File: src/hdl/ict_pkg.sv
// types, constants and codes shared by the correction table design
package ict_pkg;

  localparam int unsigned TableDepth = 256;
  localparam int unsigned AddrW      = $clog2(TableDepth);
  localparam int unsigned CountW     = $clog2(TableDepth + 1);
  localparam int unsigned RadW       = 24;
  localparam int unsigned DataW      = 32;
  localparam int unsigned WgtW       = 33;
  localparam int unsigned NumW       = 66;

  typedef enum logic [1:0] {
    OpClear = 2'd0,
    OpLoad  = 2'd1,
    OpQuery = 2'd2,
    OpNone  = 2'd3
  } op_e;

  typedef enum logic [2:0] {
    StOk        = 3'd0,
    StBadRadius = 3'd1,
    StWrongSign = 3'd2,
    StNoCorr    = 3'd3,
    StFull      = 3'd4
  } status_e;

  typedef enum logic [1:0] {
    CfgRadius      = 2'd0,
    CfgRadiusBelow = 2'd1,
    CfgRadiusAbove = 2'd2,
    CfgRadiusSet   = 2'd3
  } cfg_idx_e;

  typedef struct packed {
    logic [1:0]        opcode;
    logic signed [31:0] eta;
    logic signed [31:0] corr_low_radius;
    logic signed [31:0] corr_high_radius;
  } ict_in_t;

  typedef struct packed {
    logic signed [31:0] correction;
    logic [2:0]         status;
  } ict_out_t;

endpackage

File: src/hdl/ict_div.sv
// rounded signed-by-unsigned divider, one quotient bit per cycle
module ict_div import ict_pkg::*; (
  input  logic                   clk_i,
  input  logic                   rst_ni,
  input  logic                   start_i,
  input  logic signed [NumW-1:0] num_i,
  input  logic [WgtW-1:0]        den_i,
  output logic                   done_o,
  output logic signed [31:0]     quot_o
);

  localparam int unsigned DvdW = NumW - 1;
  localparam int unsigned CntW = $clog2(DvdW + 1);

  logic [DvdW-1:0] dvd_q, dvd_d;
  logic [WgtW-1:0] rem_q, rem_d, den_q;
  logic [31:0]     quo_q, quo_d;
  logic [CntW-1:0] cnt_q, cnt_d;
  logic            busy_q, busy_d, neg_q, done_q, done_d;
  logic [NumW-1:0] mag;
  logic [WgtW:0]   rem_sh;

  // magnitude plus half the divisor gives round half away from zero
  assign mag    = num_i[NumW-1] ? NumW'(-num_i) : NumW'(num_i);
  assign rem_sh = {rem_q, dvd_q[DvdW-1]};

  always_comb begin
    dvd_d  = dvd_q;
    rem_d  = rem_q;
    quo_d  = quo_q;
    cnt_d  = cnt_q;
    busy_d = busy_q;
    done_d = 1'b0;
    if (start_i) begin
      dvd_d  = mag[DvdW-1:0] + DvdW'(den_i >> 1);
      rem_d  = '0;
      quo_d  = '0;
      cnt_d  = CntW'(DvdW);
      busy_d = 1'b1;
    end else if (busy_q) begin
      dvd_d = {dvd_q[DvdW-2:0], 1'b0};
      if (rem_sh >= {1'b0, den_q}) begin
        rem_d = WgtW'(rem_sh - {1'b0, den_q});
        quo_d = {quo_q[30:0], 1'b1};
      end else begin
        rem_d = rem_sh[WgtW-1:0];
        quo_d = {quo_q[30:0], 1'b0};
      end
      cnt_d = cnt_q - 1'b1;
      if (cnt_q == CntW'(1)) begin
        busy_d = 1'b0;
        done_d = 1'b1;
      end
    end
  end

  always_ff @(posedge clk_i or negedge rst_ni) begin
    if (!rst_ni) begin
      busy_q <= 1'b0;
      done_q <= 1'b0;
      cnt_q  <= '0;
    end else begin
      busy_q <= busy_d;
      done_q <= done_d;
      cnt_q  <= cnt_d;
    end
  end

  always_ff @(posedge clk_i) begin
    dvd_q <= dvd_d;
    rem_q <= rem_d;
    quo_q <= quo_d;
    if (start_i) begin
      den_q <= den_i;
      neg_q <= num_i[NumW-1];
    end
  end

  assign done_o = done_q;
  assign quot_o = neg_q ? -$signed(quo_q) : $signed(quo_q);

endmodule

File: config.mk
export PLATFORM = sky130hd
export DESIGN_NAME = ict_div
export DESIGN_NICKNAME = d
export VERILOG_FILES = /design/src/hdl/ict_pkg.sv /design/src/hdl/ict_div.sv
export SDC_FILE = /design/constraint.sdc
export NUM_CORES = 1
export LEC_CHECK = 0
export BUFFER_PORTS_ARGS = -buffer_cell sky130_fd_sc_hd__buf_4
export CORE_MARGIN = 2
export CORE_UTILIZATION = 45
export DETAILED_ROUTE_END_ITERATION = 6
export SLEW_MARGIN = 20
export SYNTH_ARGS = -nofsm -noshare
export SYNTH_HDL_FRONTEND = slang
export SYNTH_SLANG_ARGS = --single-unit
File: constraint.sdc
create_clock -name clk_i -period 4.8 [get_ports clk_i]
set_clock_uncertainty 0.2 [all_clocks]
set_input_delay 0.24 -clock clk_i [delete_from_list [all_inputs] [get_ports clk_i]]
set_output_delay 0.24 -clock clk_i [all_outputs]
set_load 0.05 [all_outputs]
==> qor.txt, run 1 <==
========================================================================================
Result of the run .........................................................    completed
Via count of the first global-routing pass ................................        11.0k
X dimension of the die ....................................................       174 um
Num CTS Buffers ...........................................................           17
Filler cells ..............................................................         2635
Net count of the mapped netlist ...........................................         1609
Starting density of the core ..............................................        45.5%
Number of max-cap violations ..............................................            0
Global-route wire length before repair ....................................      56.7 mm
Met2 GRT Util .............................................................        37.8%
Critical-path top delay cell ..............................................        or4_1
Number of register bits inferred by synthesis .............................          173
DRC viols .................................................................            0
Primary flip-flop cell chosen by synthesis mapping ........................     edfxtp_1
Number of synthesized flops with an enable pin ............................           99
Latest clock arrival within the worst-skew pair ...........................       440 ps
Mapped Avg Cell Area ......................................................   9.06 sq um
Share of power burned in combinational logic ..............................        45.9%
Most common cell in the synthesized netlist ...............................       nor2_1
Met3 layer usage reported by global route .................................        2.81%
Worst setup path category .................................................      reg2out
Peak-usage layer in the global routing report .............................         met2
Largest cells by area after synthesis ..................................... edfxtp_1 23%, dfxtp_1 10%, xnor2_1 8.4%, ha_1 6.8%, mux2_2 4.5%
Asr flop ratio synth ......................................................        5.20%
Largest net degree at the start of global routing .........................          145
Final non-filler cell total ...............................................         2082
Number of hold-slack violations in the final timing report ................            0
Global routing usage on met1 ..............................................        32.2%
Global route total overflow ...............................................            0
Post-synth top area share .................................................        22.9%
Fraction of layout instances using a drive strength above 1 ...............        22.3%
Power Density .............................................................  421 mW/mm^2
Area taken by flip-flops and latches ...................................... 0.00450 sq mm
Post-synth top cells ...................................................... 144 x nor2_1, 125 x xnor2_1, 104 x nand2_1, 99 x edfxtp_1, 84 x a21oi_1
Slew at the pin with the worst max-slew slack .............................       974 ps
Number of max-slew violations in the final report .........................            0
Share of the yosys chip area belonging to registers .......................        34.7%
P_int .....................................................................      4.14 mW
Yosys cell types ..........................................................           71
PortBufs ..................................................................          134
Share of power burned in registers ........................................        32.7%
Die area .................................................................. 0.0302 sq mm
Cell repeated most along the worst path ...................................        or4_1
VDD IR max ................................................................     0.235 mV
Gate count of the mapped netlist ..........................................         1434
Leading area contributor after synthesis ..................................     edfxtp_1
Via total after detailed routing ..........................................        11.6k
Multi-input combinational cell area ....................................... 0.00809 sq mm
Highest fanout seen on the critical path ..................................            7
Aggregate global-route resource usage .....................................        23.1%
# diodes ..................................................................            0
Number of search-and-repair iterations in the first detailed-routing pass .            5
Type of element launching the critical path ...............................         flop
Path type of the worst min-delay path .....................................       in2reg
Power share of the clock group ............................................        21.4%
Synth Cell Area ........................................................... 0.0130 sq mm
Placed wire-length estimate after detailed placement ......................      26.2 mm
Via-to-Cell Ratio .........................................................         5.57
1st-iter DRT viols ........................................................          787
Slew Limit Headroom .......................................................        35.1%
Deepest clock path buffer count ...........................................            2
Layout net count ..........................................................         1860
Cells along the critical path ............................................. or4_1 > or3_1 > or4_1 > or4_4 > or4_1 > or3_1 > o31ai_2 > xnor2_1 > buf_4
Worst path required time ..................................................      4360 ps
Inst Count DP .............................................................         2013
Root Driver ...............................................................    clkbuf_16
Core area ................................................................. 0.0285 sq mm
Sinks on the clock net ....................................................          173
Arrival time of the worst setup path ......................................      4210 ps
Synth-to-Final Area Change ................................................        25.2%
TritonCTS clock tree ......................................................          yes
Final routed wirelength across all metal layers ...........................      35.2 mm
Fraction of power spent switching nets ....................................        39.5%
Final GP Congestion .......................................................        0.945
Number of buffer and inverter instances along the worst setup path ........            1
Fmax ......................................................................    0.215 GHz
Number of antenna violations at the first check in global routing .........            0
P_leak ....................................................................      6.97 nW
Min cycle time layout .....................................................      4650 ps
Final setup fails .........................................................            0
Net Sw Power ..............................................................      2.71 mW
Cell family contributing the most delay on the critical path .............. simple AND/OR/NAND/NOR gates
Residual antenna-violating net count after detailed routing ...............            0
CTS H-tree depth ..........................................................            4
Number of warnings issued by yosys ........................................            0
Worst-path clk slew .......................................................        90 ps
Height of the chip ........................................................       174 um
I/O pin count .............................................................          135
Post-Route Utilization ....................................................        56.9%
Number of placement rows ..................................................           62
Detail-routed net length per standard cell ................................      16.9 um
Fin crit share ............................................................        96.8%
Category of the worst setup path capture point ............................  output port
Highest cell delay on the worst timing path ...............................       570 ps
========================================================================================
registers in the layout, summed over array words and instances, names as in the netlist:
signal	flops
dvd_q	65
done_o	1
rem_q	33
quo_q	32
cnt_q	7
busy_q	1
den_q	33
neg_q	1
final timing paths:
path / cells after the start / startpoint / endpoint / slack, ps
setup / recovery: 9 / quo_q[5] / quot_o[29] / 150
hold / removal: 4 / num_i[59] / dvd_q[59] / 150
setup reg to reg: 13 / dvd_q[64] / rem_q[30] / 930
hold reg to reg: 2 / rem_q[1] / rem_q[1] / 300
max in group asynchronous: 3 / rst_ni / busy_q / 3460
min in group asynchronous: 3 / rst_ni / cnt_q[2] / 610
worst register-to-register path: stages (launching register included):
cell	delay, ps
edfxtp_1	430
inv_1	70
ha_1	220
fa_1	390
nor2b_1	210
o2111ai_1	150
a21boi_0	340
o311ai_0	220
and2_1	230
o41ai_1	680
a21oi_1	200
xnor2_1	160
nand2_1	60
a311oi_1	240
metal layers:
layer | up-vias | part of all wire (%) | wire (um)
met5 | - | 0 | 0
met2 | 278 | 46 | 16300
met4 | 0 | 2.0 | 718
li1 | 5765 | - | -
met3 | 39 | 4.1 | 1440
met1 | 5520 | 48 | 16800
logic make-up (layout without fill, tap and decap cells):
kind of cell | count (synthesis) | after routing | synth area share, %
AOI/OAI and AO/OA | 344 | 344 | 17.4
xor gates and xnor gates | 186 | 186 | 12.5
adders and majority gates | 73 | 73 | 7.15
buffers and inverters | 120 | 384 | 3.59
DFF | 173 | 173 | 34.7
muxes | 92 | 92 | 7.59
and+or+nand+nor | 446 | 446 | 17.1
power groups by stage:
| stage | Sequential [mW] | Clock [mW] | Combinational [mW] |
|---|---|---|---|
| 6_report | 2.24 | 1.46 | 3.14 |
| 3_3_place_gp | 2.26 | 0 | 3.04 |
| 2_1_floorplan | 2.17 | 0 | 2.30 |
| 4_1_cts | 2.24 | 1.50 | 3.11 |
| 3_5_place_dp | 2.26 | 0 | 3.07 |
| 5_1_grt | 2.28 | 1.56 | 3.47 |
area by class of cell:
| cell class | count | area share [%] |
|---|---|---|
| clock buffers | 18 | 2.77 |
| clock inverters | 14 | 1.12 |
| inverters | 57 | 1.32 |
| multi-input cells | 1141 | 49.8 |
| flip-flops and latches | 173 | 27.7 |
| well taps | 384 | 2.96 |
| repair buffers | 295 | 14.4 |
metrics by stage:
step	instance area, sq um	hold WS, ps	setup slack [ps]	power (mW)	setup TNS (ps)
after global routing	16300	179	-53.3	7.32	-58.7
after CTS	16200	133	73.4	6.86	0
after global placement	15200	-129	-314	5.30	-4630
final	16300	154	152	6.84	0
after floorplan	13000	-256	25.5	4.47	0
after detailed placement	15200	-129	-499	5.33	-8150
timing repair:
action | CTS | global route
pin swaps | 0 | 1
gates cloned | 0 | 0
endpoints found under the setup margin | 2 | 30
gates resized for setup | 1 | 13
hold endpoints to repair | 62 | 0
hold buffers | 36 | 0
setup buffers | 0 | 1
cells in the final DEF (no fill, tap or decap), types with 29 or more instances in the layout:
cell type | synthesis | layout
buf_4 | 1 | 256
nor2_1 | 144 | 144
xnor2_1 | 125 | 125
nand2_1 | 104 | 104
edfxtp_1 | 99 | 99
a21oi_1 | 84 | 82
o21ai_0 | 78 | 76
ha_1 | 71 | 71
dfxtp_1 | 65 | 65
xor2_1 | 61 | 61
inv_1 | 55 | 54
mux2_2 | 52 | 52
mux2i_1 | 40 | 40
dlygate4sd3_1 | 0 | 36
nand3_1 | 31 | 31
a21o_1 | 29 | 29
Power figures use the tool's default switching activity.
==> run 2: changes to the inputs <==
--- a/config.mk
+++ b/config.mk
@@ -7,8 +7,9 @@
 export LEC_CHECK = 0
 export BUFFER_PORTS_ARGS = -buffer_cell sky130_fd_sc_hd__buf_4
 export CORE_MARGIN = 2
-export CORE_UTILIZATION = 45
+export CORE_UTILIZATION = 60
 export DETAILED_ROUTE_END_ITERATION = 6
+export PLACE_DENSITY = 0.81
 export SLEW_MARGIN = 20
 export SYNTH_ARGS = -nofsm -noshare
 export SYNTH_HDL_FRONTEND = slang
==> run 2 against run 1 <==
Against the previous run:
- maximum frequency rose by 0.63%
- sequential share of layout area rose by 0.47 points
- count of clock-buffer cells in the layout fell by 1
- total power fell by 1.4%
- wire length fell by 0.88%
- non-clock buffer count fell by 10
- highest routed layer unchanged
==> qor.txt, run 2 (synthesized netlist as in run 1, its figures left out) <==
========================================================================================
PortBufs ..................................................................          134   unchanged
Layout net count ..........................................................         1850   was 1860
P_int .....................................................................      4.06 mW   was 4.14 mW
Height of the chip ........................................................       151 um   was 174 um
Unrepaired setup endpoints after global routing ...........................        false
Fraction of layout instances using a drive strength above 1 ...............        21.9%   was 22.3%
Cell family contributing the most delay on the critical path .............. simple AND/OR/NAND/NOR gates   unchanged
Via count of the first global-routing pass ................................        11.2k   was 11.0k
Final GP Congestion .......................................................         1.02   was 0.945
Starting density of the core ..............................................        61.4%   was 45.5%
Post-Route Utilization ....................................................        75.6%   was 56.9%
Overall power consumption .................................................      6.74 mW   was 6.84 mW
Min cycle time layout .....................................................      4620 ps   was 4650 ps
Synth-to-Final Area Change ................................................        23.1%   was 25.2%
Worst path required time ..................................................      4360 ps   about the same
Power Density .............................................................  422 mW/mm^2   was 421 mW/mm^2
Latest clock arrival within the worst-skew pair ...........................       440 ps   about the same
Total negative slack ......................................................         0 ps   unchanged
Global route total overflow ...............................................            0   unchanged
Placed wire-length estimate after detailed placement ......................      24.7 mm   was 26.2 mm
Number of buffer and inverter instances along the worst setup path ........            1   unchanged
Worst-path clk slew .......................................................        80 ps   was 90 ps
First element of the critical path ........................................     quo_q[5]   unchanged
Cell repeated most along the worst path ...................................        or4_1   unchanged
Highest cell delay on the worst timing path ...............................       580 ps   was 570 ps
CTS H-tree depth ..........................................................            4   unchanged
End point of the worst hold path ..........................................    dvd_q[64]   was dvd_q[59]
Share of power burned in combinational logic ..............................        46.6%   was 45.9%
Detail-routed net length per standard cell ................................      17.8 um   was 16.9 um
Pre-CTS WS ................................................................      -316 ps   was -499 ps
Number of placement rows ..................................................           53   was 62
Via-to-Cell Ratio .........................................................         6.08   was 5.57
X dimension of the die ....................................................       151 um   was 174 um
Final setup fails .........................................................            0   unchanged
Final routed wirelength across all metal layers ...........................      34.9 mm   was 35.2 mm
Sinks on the clock net ....................................................          173   unchanged
Tightest hold margin ......................................................       155 ps   was 154 ps
Cells along the critical path ............................................. or4_1 > or3_1 > or4_1 > or4_1 > or4_1 > or3_4 > o31ai_2 > xnor2_1 > buf_4   was or4_1 > or3_1 > or4_1 > or4_4 > or4_1 > or3_1 > o31ai_2 > xnor2_1 > buf_4
Die area .................................................................. 0.0228 sq mm   was 0.0302 sq mm
TritonCTS clock tree ......................................................          yes   unchanged
Root Driver ...............................................................    clkbuf_16   unchanged
Deepest clock path buffer count ...........................................            2   unchanged
Crit Reg-Reg Endpoint .....................................................    rem_q[27]   was rem_q[30]
Net Sw Power ..............................................................      2.68 mW   was 2.71 mW
DRC viols .................................................................            0   unchanged
Worst setup path category .................................................      reg2out   unchanged
Number of antenna violations at the first check in global routing .........            0   unchanged
Highest fanout seen on the critical path ..................................            7   unchanged
# diodes ..................................................................            0   unchanged
Power share of the clock group ............................................        20.1%   was 21.4%
Fmax ......................................................................    0.216 GHz   was 0.215 GHz
Register-to-register path setup slack .....................................       860 ps   was 930 ps
Instance area at placement ................................................ 0.0150 sq mm   was 0.0152 sq mm
Largest register by flop count ............................................        dvd_q   unchanged
Critical register-to-register path startpoint .............................    dvd_q[64]   unchanged
Category of the worst setup path capture point ............................  output port   unchanged
Design area ............................................................... 0.0160 sq mm   was 0.0163 sq mm
Final non-filler cell total ...............................................         1963   was 2082
Slew at the pin with the worst max-slew slack .............................       905 ps   was 974 ps
Flip-flop count of the largest register, all copies and words added .......           65   unchanged
Num CTS Buffers ...........................................................           17   unchanged
Number of search-and-repair iterations in the first detailed-routing pass .            5   unchanged
I/O pin count .............................................................          135   unchanged
Arrival time of the worst setup path ......................................      4180 ps   was 4210 ps
Via total after detailed routing ..........................................        11.9k   was 11.6k
Worst hold path depth .....................................................            4   unchanged
Fin crit share ............................................................        96.2%   was 96.8%
1st-iter DRT viols ........................................................          911   was 787
Largest net degree at the start of global routing .........................           66   was 145
VDD IR max ................................................................     0.270 mV   was 0.235 mV
Number of hold-slack violations in the final timing report ................            0   unchanged
Core area ................................................................. 0.0212 sq mm   was 0.0285 sq mm
Post-route setup slack ....................................................       181 ps   was 152 ps
P_leak ....................................................................      6.89 nW   was 6.97 nW
Result of the run .........................................................    completed   unchanged
Global-route wire length before repair ....................................      55.9 mm   was 56.7 mm
Most common cell after layout, fill and taps aside ........................        buf_4   unchanged
Fraction of power spent switching nets ....................................        39.7%   was 39.5%
Share of power burned in registers ........................................        33.3%   was 32.7%
Number of max-slew violations in the final report .........................            0   unchanged
Residual antenna-violating net count after detailed routing ...............            0   unchanged
Startpoint of the lowest-slack hold path ..................................    num_i[64]   was num_i[59]
Inst Count DP .............................................................         1894   was 2013
Path type of the worst min-delay path .....................................       in2reg   unchanged
Number of max-cap violations ..............................................            0   unchanged
Worst Reg-to-Reg Cells ....................................................           13   unchanged
Type of element launching the critical path ...............................         flop   unchanged
Critical-path top delay cell ..............................................        or4_1   unchanged
Slew Limit Headroom .......................................................        39.7%   was 35.1%
Most used cells in the layout excluding fill and tap cells ................ 247 x buf_4, 144 x nor2_1, 125 x xnor2_1   was 256 x buf_4, 144 x nor2_1, 125 x xnor2_1
Aggregate global-route resource usage .....................................        31.0%   was 23.1%
Largest registers ......................................................... dvd_q: 65 flops, den_q: 33 flops, rem_q: 33 flops   unchanged
========================================================================================
## run 2: cell count changes in the layout (fill, tap and decap cells not counted), moves of 2 or more
| cell | change |
|---|---|
| clkinv_4 | +2 |
| buf_4 | -9 |
| inv_12 | -4 |
| inv_4 | +2 |
## run 2: worst max-delay path by stage
| stage | endpoint | depth (start not counted) | slack (ps) |
|---|---|---|---|
| 2_1_floorplan | dvd_q[60] | 18 | 30 |
| 3_3_place_gp | dvd_q[38] | 21 | -230 |
| 3_5_place_dp | dvd_q[38] | 21 | -320 |
| 4_1_cts | dvd_q[38] | 21 | 90 |
| 5_1_grt | quot_o[31] | 9 | 9 |
| 6_report | quot_o[31] | 9 | 180 |
## run 2: repair_timing
item                       4_1_cts  5_1_grt
resized for setup                0       14
hold endpoints to repair        73        0
setup endpoints to repair        0       31
hold buffers                    36        0
setup buffers                    0        1
## run 2: cell type report
type / count / area [sq um]
sequential: 173 / 4500
fill: 1480 / 5170
inverter: 57 / 214
tap: 275 / 344
clock inverter: 15 / 151
clock buffer: 17 / 425
timing repair buffer: 285 / 2250
multi-input combinational: 1141 / 8100
## run 2: tightest hold or removal path, stage by stage
cell and delay [ps]:
buf_4 80, xor2_1 90, nor2_1 130, a211o_1 140
## run 2: power by group through the flow
stage               registers (mW)  clock network, mW  logic (mW)
detailed placement            2.26                  0        3.03
global route                  2.29               1.42        3.45
finish                        2.25               1.35        3.14
floorplan                     2.17                  0        2.30
global placement              2.25                  0        2.96
CTS                           2.24               1.36        3.09
## run 2: layer usage
metal  up-vias  track usage (%)  part of all wire (%)
met1      5550             40.7                    43
met2       506             50.4                    46
met3        98             6.42                   7.5
met4         0             12.2                   3.6
li1       5781                -                     -
met5         -                0                     0
